`src/vnsc_pkg.sv`:
```
`timescale 1ns / 1ps
// ----------------------------------------------------------------------------
// vnsc_pkg
// shared types, widths and codes for the nearest seed colour block
// ----------------------------------------------------------------------------
package vnsc_pkg;

    localparam int COORD_BITS    = 8;
    localparam int COLOUR_BITS   = 8;
    localparam int IDX_BITS      = 3;
    localparam int CFG_BITS      = 4;
    localparam int DIST_BITS     = 2 * COORD_BITS + 1;
    localparam int MAX_SEEDS_DEF = 8;

    localparam logic OP_WRITE = 1'b0;
    localparam logic OP_QUERY = 1'b1;

    typedef struct packed {
        logic                   op;
        logic [IDX_BITS-1:0]    seed_index;
        logic [COORD_BITS-1:0]  seed_x;
        logic [COORD_BITS-1:0]  seed_y;
        logic [COLOUR_BITS-1:0] seed_red;
        logic [COLOUR_BITS-1:0] seed_green;
        logic [COLOUR_BITS-1:0] seed_blue;
        logic [COORD_BITS-1:0]  pixel_x;
        logic [COORD_BITS-1:0]  pixel_y;
    } t_in_item;

    typedef struct packed {
        logic [IDX_BITS-1:0]    nearest_index;
        logic [DIST_BITS-1:0]   nearest_distance;
        logic [COLOUR_BITS-1:0] out_red;
        logic [COLOUR_BITS-1:0] out_green;
        logic [COLOUR_BITS-1:0] out_blue;
    } t_out_item;

    typedef struct packed {
        logic [COORD_BITS-1:0]  x;
        logic [COORD_BITS-1:0]  y;
        logic [COLOUR_BITS-1:0] red;
        logic [COLOUR_BITS-1:0] green;
        logic [COLOUR_BITS-1:0] blue;
    } t_seed;

    typedef enum logic [2:0] {
        S_IDLE,
        S_READ,
        S_LOAD,
        S_MUL,
        S_CMP,
        S_DONE
    } t_state;

endpackage

```
`src/vnsc_seed_mem.sv`:
```
`timescale 1ns / 1ps
// ----------------------------------------------------------------------------
// vnsc_seed_mem
// seed table: one write port, one read port with registered data
// ----------------------------------------------------------------------------
module vnsc_seed_mem
    import vnsc_pkg::*;
#(
    parameter int MAX_SEEDS = MAX_SEEDS_DEF,
    localparam int IW = (MAX_SEEDS > 1) ? $clog2(MAX_SEEDS) : 1
) (
    input  logic          i_clk,
    input  logic          i_we,
    input  logic [IW-1:0] i_waddr,
    input  t_seed         i_wdata,
    input  logic [IW-1:0] i_raddr,
    output t_seed         o_rdata
);

    t_seed r_mem [MAX_SEEDS];
    t_seed r_rdata;

    always_ff @(posedge i_clk) begin
        if (i_we) begin
            r_mem[i_waddr] <= i_wdata;
        end
        r_rdata <= r_mem[i_raddr];
    end

    assign o_rdata = r_rdata;

endmodule

```
`src/vnsc_sq_serial.sv`:
```
`timescale 1ns / 1ps
// ----------------------------------------------------------------------------
// vnsc_sq_serial
// bit-serial shift-add squarer, one operand bit per cycle
// ----------------------------------------------------------------------------
module vnsc_sq_serial
    import vnsc_pkg::*;
(
    input  logic                      i_clk,
    input  logic                      i_rst_n,
    input  logic                      i_start,
    input  logic [COORD_BITS-1:0]     i_operand,
    output logic                      o_busy,
    output logic [2*COORD_BITS-1:0]   o_square
);

    localparam int CW = $clog2(COORD_BITS + 1);

    logic                    r_busy;
    logic [CW-1:0]           r_cnt;
    logic [COORD_BITS-1:0]   r_mcand;
    logic [2*COORD_BITS-1:0] r_prod;
    logic [COORD_BITS:0]     n_sum;

    always_comb begin
        n_sum = {1'b0, r_prod[2*COORD_BITS-1:COORD_BITS]}
              + (r_prod[0] ? {1'b0, r_mcand} : '0);
    end

    always_ff @(posedge i_clk) begin
        if (!i_rst_n) begin
            r_busy <= 1'b0;
            r_cnt  <= '0;
        end else if (i_start) begin
            r_busy <= 1'b1;
            r_cnt  <= CW'(COORD_BITS);
        end else if (r_busy) begin
            r_cnt <= r_cnt - 1'b1;
            if (r_cnt == CW'(1)) begin
                r_busy <= 1'b0;
            end
        end
    end

    always_ff @(posedge i_clk) begin
        if (i_start) begin
            r_mcand <= i_operand;
            r_prod  <= {{COORD_BITS{1'b0}}, i_operand};
        end else if (r_busy) begin
            r_prod <= {n_sum, r_prod[COORD_BITS-1:1]};
        end
    end

    assign o_busy   = r_busy;
    assign o_square = r_prod;

endmodule

```
`src/voronoi_nearest_seed_colour.sv`:
```
`timescale 1ns / 1ps
// ----------------------------------------------------------------------------
// voronoi_nearest_seed_colour
// a query scans the searched seeds in turn through the bit-serial squarers,
// which take one coordinate bit per cycle for each seed
// a seed write is taken while idle and gives no item
// one query at a time; the next item is taken while a result waits on stall
// synchronous active-low reset: idle, no result pending, seed_count = 1
// seed table contents are undefined until written
// ----------------------------------------------------------------------------
module voronoi_nearest_seed_colour
    import vnsc_pkg::*;
#(
    parameter int MAX_SEEDS = MAX_SEEDS_DEF
) (
    input  logic                i_clk,
    input  logic                i_rst_n,
    input  logic                i_in_valid,
    output logic                o_in_stall,
    input  t_in_item            i_in_item,
    output logic                o_out_valid,
    input  logic                i_out_stall,
    output t_out_item           o_out_item,
    input  logic                i_cfg_we,
    input  logic [CFG_BITS-1:0] i_cfg_wdata
);

    localparam int IW = (MAX_SEEDS > 1) ? $clog2(MAX_SEEDS) : 1;

    t_state                  r_state;
    t_state                  n_state;
    logic [CFG_BITS-1:0]     r_cfg_count;
    logic [COORD_BITS-1:0]   r_px;
    logic [COORD_BITS-1:0]   r_py;
    logic [IW-1:0]           r_scan;
    logic [IW-1:0]           r_last;
    logic [IW-1:0]           n_last;
    logic [IW-1:0]           r_best_idx;
    logic [DIST_BITS-1:0]    r_best_dist;
    t_seed                   r_best_seed;
    t_out_item               r_out;
    logic                    r_out_valid;

    logic                    in_accept;
    logic                    mem_we;
    logic                    query_start;
    logic                    sq_start;
    logic                    cmp_step;
    logic                    out_load;
    logic                    best_take;
    t_seed                   wr_seed;
    t_seed                   rd_seed;
    logic [COORD_BITS-1:0]   dx;
    logic [COORD_BITS-1:0]   dy;
    logic                    sqx_busy;
    logic                    sqy_busy;
    logic [2*COORD_BITS-1:0] sqx;
    logic [2*COORD_BITS-1:0] sqy;
    logic [DIST_BITS-1:0]    dist_sum;

    assign in_accept   = i_in_valid && !o_in_stall;
    assign mem_we      = in_accept && (i_in_item.op == OP_WRITE)
                      && (int'(i_in_item.seed_index) < MAX_SEEDS);
    assign query_start = in_accept && (i_in_item.op == OP_QUERY);

    assign wr_seed.x     = i_in_item.seed_x;
    assign wr_seed.y     = i_in_item.seed_y;
    assign wr_seed.red   = i_in_item.seed_red;
    assign wr_seed.green = i_in_item.seed_green;
    assign wr_seed.blue  = i_in_item.seed_blue;

    vnsc_seed_mem #(
        .MAX_SEEDS (MAX_SEEDS)
    ) u_mem (
        .i_clk   (i_clk),
        .i_we    (mem_we),
        .i_waddr (IW'(i_in_item.seed_index)),
        .i_wdata (wr_seed),
        .i_raddr (r_scan),
        .o_rdata (rd_seed)
    );

    // absolute coordinate differences
    always_comb begin
        dx = (rd_seed.x >= r_px) ? (rd_seed.x - r_px) : (r_px - rd_seed.x);
        dy = (rd_seed.y >= r_py) ? (rd_seed.y - r_py) : (r_py - rd_seed.y);
    end

    vnsc_sq_serial u_sqx (
        .i_clk     (i_clk),
        .i_rst_n   (i_rst_n),
        .i_start   (sq_start),
        .i_operand (dx),
        .o_busy    (sqx_busy),
        .o_square  (sqx)
    );

    vnsc_sq_serial u_sqy (
        .i_clk     (i_clk),
        .i_rst_n   (i_rst_n),
        .i_start   (sq_start),
        .i_operand (dy),
        .o_busy    (sqy_busy),
        .o_square  (sqy)
    );

    assign dist_sum  = {1'b0, sqx} + {1'b0, sqy};
    assign best_take = (r_scan == '0) || (dist_sum < r_best_dist);

    // clamp of the searched entry count
    always_comb begin
        if (r_cfg_count == '0) begin
            n_last = '0;
        end else if (int'(r_cfg_count) > MAX_SEEDS) begin
            n_last = IW'(MAX_SEEDS - 1);
        end else begin
            n_last = IW'(r_cfg_count - 1'b1);
        end
    end

    always_comb begin
        n_state    = r_state;
        o_in_stall = 1'b1;
        sq_start   = 1'b0;
        cmp_step   = 1'b0;
        out_load   = 1'b0;
        unique case (r_state)
            S_IDLE: begin
                o_in_stall = 1'b0;
                if (i_in_valid && (i_in_item.op == OP_QUERY)) begin
                    n_state = S_READ;
                end
            end
            S_READ: begin
                n_state = S_LOAD;
            end
            S_LOAD: begin
                sq_start = 1'b1;
                n_state  = S_MUL;
            end
            S_MUL: begin
                if (!sqx_busy && !sqy_busy) begin
                    n_state = S_CMP;
                end
            end
            S_CMP: begin
                cmp_step = 1'b1;
                n_state  = (r_scan == r_last) ? S_DONE : S_READ;
            end
            S_DONE: begin
                if (!r_out_valid || !i_out_stall) begin
                    out_load = 1'b1;
                    n_state  = S_IDLE;
                end
            end
            default: begin
                n_state = S_IDLE;
            end
        endcase
    end

    always_ff @(posedge i_clk) begin
        if (!i_rst_n) begin
            r_state     <= S_IDLE;
            r_cfg_count <= CFG_BITS'(1);
            r_scan      <= '0;
            r_out_valid <= 1'b0;
        end else begin
            r_state <= n_state;
            if (i_cfg_we) begin
                r_cfg_count <= i_cfg_wdata;
            end
            if (query_start) begin
                r_scan <= '0;
            end else if (cmp_step && (r_scan != r_last)) begin
                r_scan <= r_scan + 1'b1;
            end
            if (out_load) begin
                r_out_valid <= 1'b1;
            end else if (r_out_valid && !i_out_stall) begin
                r_out_valid <= 1'b0;
            end
        end
    end

    always_ff @(posedge i_clk) begin
        if (query_start) begin
            r_px   <= i_in_item.pixel_x;
            r_py   <= i_in_item.pixel_y;
            r_last <= n_last;
        end
        if (cmp_step && best_take) begin
            r_best_idx  <= r_scan;
            r_best_dist <= dist_sum;
            r_best_seed <= rd_seed;
        end
        if (out_load) begin
            r_out.nearest_index    <= IDX_BITS'(r_best_idx);
            r_out.nearest_distance <= r_best_dist;
            r_out.out_red          <= r_best_seed.red;
            r_out.out_green        <= r_best_seed.green;
            r_out.out_blue         <= r_best_seed.blue;
        end
    end

    assign o_out_valid = r_out_valid;
    assign o_out_item  = r_out;

endmodule
```
`config.mk`:
```
export PLATFORM = sky130hd
export DESIGN_NAME = voronoi_nearest_seed_colour
export DESIGN_NICKNAME = d
export VERILOG_FILES = /design/src/vnsc_pkg.sv /design/src/vnsc_seed_mem.sv /design/src/vnsc_sq_serial.sv /design/src/voronoi_nearest_seed_colour.sv
export SDC_FILE = /design/constraint.sdc
export NUM_CORES = 1
export LEC_CHECK = 0
export BUFFER_PORTS_ARGS = -buffer_cell sky130_fd_sc_hd__buf_2
export CELL_PAD_IN_SITES_DETAIL_PLACEMENT = 2
export CELL_PAD_IN_SITES_GLOBAL_PLACEMENT = 2
export CORE_ASPECT_RATIO = 2
export CORE_MARGIN = 4
export CORE_UTILIZATION = 30
export CTS_CLUSTER_SIZE = 30
export DETAILED_ROUTE_END_ITERATION = 7
export PLACE_DENSITY_LB_ADDON = 0.1
export SLEW_MARGIN = 20
export SYNTH_ARGS = -nofsm -noshare
export SYNTH_HDL_FRONTEND = slang
export SYNTH_SLANG_ARGS = --single-unit
```
`constraint.sdc`:
```
create_clock -name i_clk -period 7 [get_ports i_clk]
set_input_delay 1.05 -clock i_clk [delete_from_list [all_inputs] [get_ports i_clk]]
set_output_delay 1.05 -clock i_clk [all_outputs]
set_load 0.01 [all_outputs]
```
Word level (Yosys, flattened, before mapping):

Memories as Yosys holds them, arrays and structs flattened. A register that Yosys moved wholly into a read port is not among the register bits.
Cells that the tools add are included.

* register bits: 176
* bits in writable memories: 320
* input bits: 69
* output and inout bits: 46
* word-level logic and storage cells: 115
* memories kept: 1

Memories
* u_mem.r_mem: depth 8, bits a word 40, read ports 1, clocked after memory_dff 1, write ports 1, RTL line vnsc_seed_mem.sv:20 `t_seed r_mem [MAX_SEEDS];`

* add/sub/neg operators: 11
* order comparisons: 4
* equal/unequal tests: 12
* muxes and demuxes: 33
* bitwise logic cells: 2
* reductions and logical operators: 23

Operators with widths (count)
* two-way mux 8 bit: 8
* subtractor 8 bit: 4
* adder 8 x 8 -> 9 bit: 2
* case mux 3 bit (6 select lines): 1
* adder 16 x 16 -> 17 bit: 1
* < comparator 17 bit: 1
* >= comparator 8 bit: 2
* two-way mux 4 bit: 4
* two-way mux 1 bit: 15
* two-way mux 3 bit: 5
* equality test 4 x 1 -> 1 bit (second input constant): 2
* logical AND 1 bit: 8
* subtractor 4 x 1 -> 4 bit (second input constant): 2
* equality test 3 x 2 -> 1 bit (second input constant): 2
* equality test 3 bit (second input constant): 2
* zero test 3 bit: 2
* nonzero test 2 bit: 3
* greater-than comparator 4 bit (second input constant): 1
* zero test 1 bit: 4
* zero test 4 bit: 1
* inequality test 2 bit (second input constant): 2
* OR reduction 2 bit: 2
* adder 3 x 1 -> 3 bit (second input constant): 1
* equality test 3 x 1 -> 1 bit (second input constant): 1
* other kinds (7): 9

Depth between registers and ports, before layout:

* depth in word-level cells: 5
* gate-level depth with buffers: 15
* depth with buffers taken out: 15

Modules after synthesis:

From an unflattened synthesis, not the netlist that was laid out.

* cells, all modules: 1282
* area, all modules: 22575.4 um^2

Modules (own cells, without submodules)
* vnsc_seed_mem: times used 1, cells an instance 515, area an instance 13171.4 um^2, seq. area each 10410.0 um^2
* voronoi_nearest_seed_colour: times used 1, cells an instance 517, area an instance 6403.6 um^2, seq. area each 3433.3 um^2
* vnsc_sq_serial: times used 2, cells an instance 125, area an instance 1500.2 um^2, seq. area each 740.7 um^2

Least setup slack after synthesis:

Ideal clock, no wire load.

* path kind: input to register
* start: in i_in_item[56] in the netlist's numbering
* end: mem u_mem.r_mem[0][0] in the netlist's numbering (enable)
* library setup time: 487 ps
* arrival time: 4226 ps
* data required time: 6513 ps
* slack: 2287 ps
* stages on the path: 2
* buffers on the path: 0
* cells stage by stage: or3_1 -> nor3_1

RTL lines
* start: declaration: RTL line voronoi_nearest_seed_colour.sv:20 `input t_in_item i_in_item,`
* end: declaration: RTL line vnsc_seed_mem.sv:20

No word-level cell before the write port.

Final worst setup path:

* start: reg u_sqx.r_prod[0] (netlist: u_sqx.o_square[0])
* end: reg r_best_dist[2] (enable)

* word-level cells in the longest chain between the ends: 4

Ends and longest elaborated chain
* start: declaration: RTL line vnsc_sq_serial.sv:22 `logic [2*COORD_BITS-1:0] r_prod;`
* start signal: assignment: RTL line vnsc_sq_serial.sv:48 `r_prod <= {{COORD_BITS{1'b0}}, i_operand};`
* start signal: assignment: RTL line vnsc_sq_serial.sv:50 `r_prod <= {n_sum, r_prod[COORD_BITS-1:1]};`
* adder 16 x 16 -> 17 bit: RTL line voronoi_nearest_seed_colour.sv:107 `assign dist_sum = {1'b0, sqx} + {1'b0, sqy};`
* net dist_sum[14]: RTL line voronoi_nearest_seed_colour.sv:59 `logic [DIST_BITS-1:0] dist_sum;`
* < comparator 17 bit: RTL line voronoi_nearest_seed_colour.sv:108 `assign best_take = (r_scan == '0) || (dist_sum < r_best_dist);`
* logical OR 1 bit: RTL line voronoi_nearest_seed_colour.sv:108
* logical AND 1 bit: RTL line voronoi_nearest_seed_colour.sv:192 `if (cmp_step && best_take) begin`
* end signal: assignment: RTL line voronoi_nearest_seed_colour.sv:194 `r_best_dist <= dist_sum;`
* end: declaration: RTL line voronoi_nearest_seed_colour.sv:39 `logic [DIST_BITS-1:0] r_best_dist;`

The timed path passes the listed nets, and every way through them passes these cells.
A chain may end at the register's enable or synchronous reset.

==> out/summary.txt <==
Post-synth top area cell: edfxtp_1
Mean area per synthesized cell: 16.0 um2
Register area: 0.0153 mm2
Reg clk slew, reported paths: 0.07 ns
Clk_lat worst skew: 0.63 ns
Initial antenna violation count: 11
CP startpoint kind: register
Synth top area share: 62.6%
Fmax: 0.189 GHz
Core area: 0.0729 mm2
Worst path bufs/invs: 1
Syn_nets: 1538
Post-CTS Hold Buffers: 0
Netlist area before placement: 0.0220 mm2
Initial Util: 30.2%
TNS Setup: 0 ns
Part of the power in registers: 47.1%
Crit path required time: 7.30 ns
Worst-path fanout max: 27
Fin crit period: 5.28 ns
Area of the multi-input gates: 0.00629 mm2
Vias in the first global route: 13714
Crit-path max cell delay: 0.69 ns
Die width: 200 um
Routed wire per std cell: 23.5 um
Die height: 391 um
Rel. slew slack: 32.2%
# resized after CTS: 0
Run status: complete, no violations
Fill cell count: 7372
IO Pins: 115
Sw Pwr: 2.14 mW
Commonest non-fill, non-tap cell in the layout: edfxtp_1
Root cell of the clock tree: clkbuf_16
Final Hold Violating Endpoints: 0
Area Overhead vs Synth: 16.2%
Dominant cells by area after synthesis: edfxtp_1 63%, mux4_2 8.2%, dfxtp_1 7.0%
Core Rows: 140
Synth unique cells: 57
Largest net degree at the start of global routing: 51
RSZ-0062 raised after global routing: false
Longest Clk Path Bufs: 3
Crit-path slowest cell: nand2_2
Net Sw Frac: 26.6%
#FFs+latches synth: 536
Leakage: 9.10 nW
Main synth FF type: edfxtp_1
Antenna viol nets, final: 0
Final setup margin: 1.72 ns
Power Dens Cells: 315 mW/mm2
Gr usage total: 15.0%
Syn. warnings: 0
DP HPWL: 37.7 mm
Detailed Route WL: 58.5 mm
Postcts setup bufs: 0
Pre-antenna DRT Iters: 6
TritonCTS clock tree: built
Clock power share: 37.1%
H-tree depth: 2
Placement Cell Area: 0.0238 mm2
Register area share after synthesis: 69.6%
Period utilization: 75.5%
Worst Path Arrival: 5.59 ns
P_int: 5.91 mW
Peak supply drop: 0.000213 V
Max Cap Viol: 0
First-pass GRT wire length: 86.8 mm
Final Instance Area: 0.0256 mm2
WS Path Type: reg2reg
Cts bufs inserted: 52
Flop-to-flop setup slack: 1.72 ns
Cell family with most CP delay: compound AO/OA/AOI/OAI gates
Critical Path Sink Type: register
Max-slew violation count: 0
Clock skew: 0.0273 ns
GP Congestion: 0.730
Fraction of layout instances using a drive strength above 1: 21.0%
DRC: 0
Vias: 12015
Synthesized netlist cell count: 1377
Die area: 0.0780 mm2
# setup viols final: 0
Detailed Route Iter0 Violations: 404
Combinational group share of total power: 15.9%
Commonest non-fill, non-tap cells in the layout: 459 x edfxtp_1, 169 x nand2_1, 114 x buf_2, 85 x ha_1, 80 x mux4_2
Buffers on Ports: 114
Critical-path cell list: ha_1 -> fa_1 -> a211oi_1 -> o21ai_0 -> a31oi_1 -> o31ai_1 -> a21oi_1 -> xnor2_1 -> ha_1 -> a21o_1 -> a21o_1 -> a21oi_1 -> and3_1 -> a31oi_1 -> nand2_2 -> buf_4
Actual slew at the worst max-slew pin: 1.02 ns
Post-synth EDFFs: 459
Dpl ws: 1.60 ns
Async SR Flop Fraction: 0%
Total gr overflow: 0
Worst hold path class: reg2reg
Via-per-instance ratio: 4.82
CTS sink count: 536
NumNets Final: 1679
[final cells by class]
class,count,area share (%)
sequential,536,60.0
antenna,6,0.0587
clock buffer,74,5.69
tap,923,4.52
clock inverter,24,1.30
multi-input combinational,724,24.6
inverter,70,1.03
timing repair buffer,134,2.82
[path summary, 6_finish.rpt]
check,cells past startpoint,start,endpoint
worst min-delay path,0,u_mem.o_rdata[14]$_DFF_P_,r_best_seed[14]$_DFFE_PP_
worst max-delay path,16,u_sqx.o_square[0]$_DFFE_PP_,r_best_dist[2]$_DFFE_PP_
worst min register to register,0,u_mem.o_rdata[14]$_DFF_P_,r_best_seed[14]$_DFFE_PP_
worst max register to register,16,u_sqx.o_square[0]$_DFFE_PP_,r_best_dist[2]$_DFFE_PP_
[layer usage]
| metal | up-vias | GRT usage (%) | routed length [um] |
|---|---|---|---|
| li1 | 5462 | - | - |
| met1 | 6257 | 15.7 | 21200 |
| met2 | 184 | 29.1 | 33000 |
| met3 | 100 | 3.05 | 2210 |
| met4 | 12 | 5.03 | 2010 |
| met5 | - | 0 | 78 |
[cell usage after synthesis (all sizes together) (9+ instances only)]
| master | n |
|---|---|
| xor2 | 10 |
| a31oi | 9 |
| a21oi | 46 |
| o21ai | 38 |
| mux2i | 23 |
| inv | 68 |
| ha | 85 |
| mux4 | 80 |
| nor3 | 9 |
| dfxtp | 77 |
| buf | 13 |
| a21boi | 9 |
| clkbuf | 34 |
| nor2b | 15 |
| edfxtp | 459 |
| a21o | 21 |
| nand3 | 12 |
| and2 | 18 |
| nand2 | 170 |
| nor2 | 50 |
| o21a | 11 |
| mux2 | 14 |
| xnor2 | 30 |
[sequential cells by signal (all words and copies together), names as in the netlist, 16 cells and up]
register and count:
u_mem.o_rdata 40, o_out_item 44, u_sqy.o_square 16, r_best_dist 17, u_sqx.o_square 16, r_best_seed 24
u_mem.r_mem 320
[cells by family (layout without fill, tap and decap cells)]
group | Yosys count | in the layout | synth area share, %
AO/OA/AOI/OAI | 159 | 159 | 4.61
XOR/XNOR | 40 | 40 | 1.59
adder cells (fa/ha/maj) | 92 | 92 | 5.47
buffers and inverters | 117 | 302 | 2.10
flip-flops | 536 | 536 | 69.6
multiplexers | 117 | 117 | 10.0
other | 0 | 6 | 0
AND/OR/NAND/NOR | 316 | 316 | 6.58
[stage by stage]
step | cells | power, mW | util [%] | hold WS (ns)
floorplan | 1377 | 4.69 | - | 0.386
global placement | 2387 | 5.13 | 32.6 | 0.387
detailed placement | 2387 | 5.18 | 32.6 | 0.391
CTS | 2485 | 8.22 | 35.1 | 0.403
global route | 2485 | 8.46 | 35.1 | 0.407
finish | 2491 | 8.05 | 35.1 | 0.397
[power groups by stage]
stage | clock network (mW) | registers [mW] | logic, mW
2_1_floorplan | 0 | 3.80 | 0.884
3_3_place_gp | 0 | 3.85 | 1.28
3_5_place_dp | 0 | 3.86 | 1.31
4_1_cts | 3.10 | 3.79 | 1.32
5_1_grt | 3.22 | 3.81 | 1.43
6_report | 2.98 | 3.79 | 1.28
No activity file was read; power rests on OpenSTA's default activity.
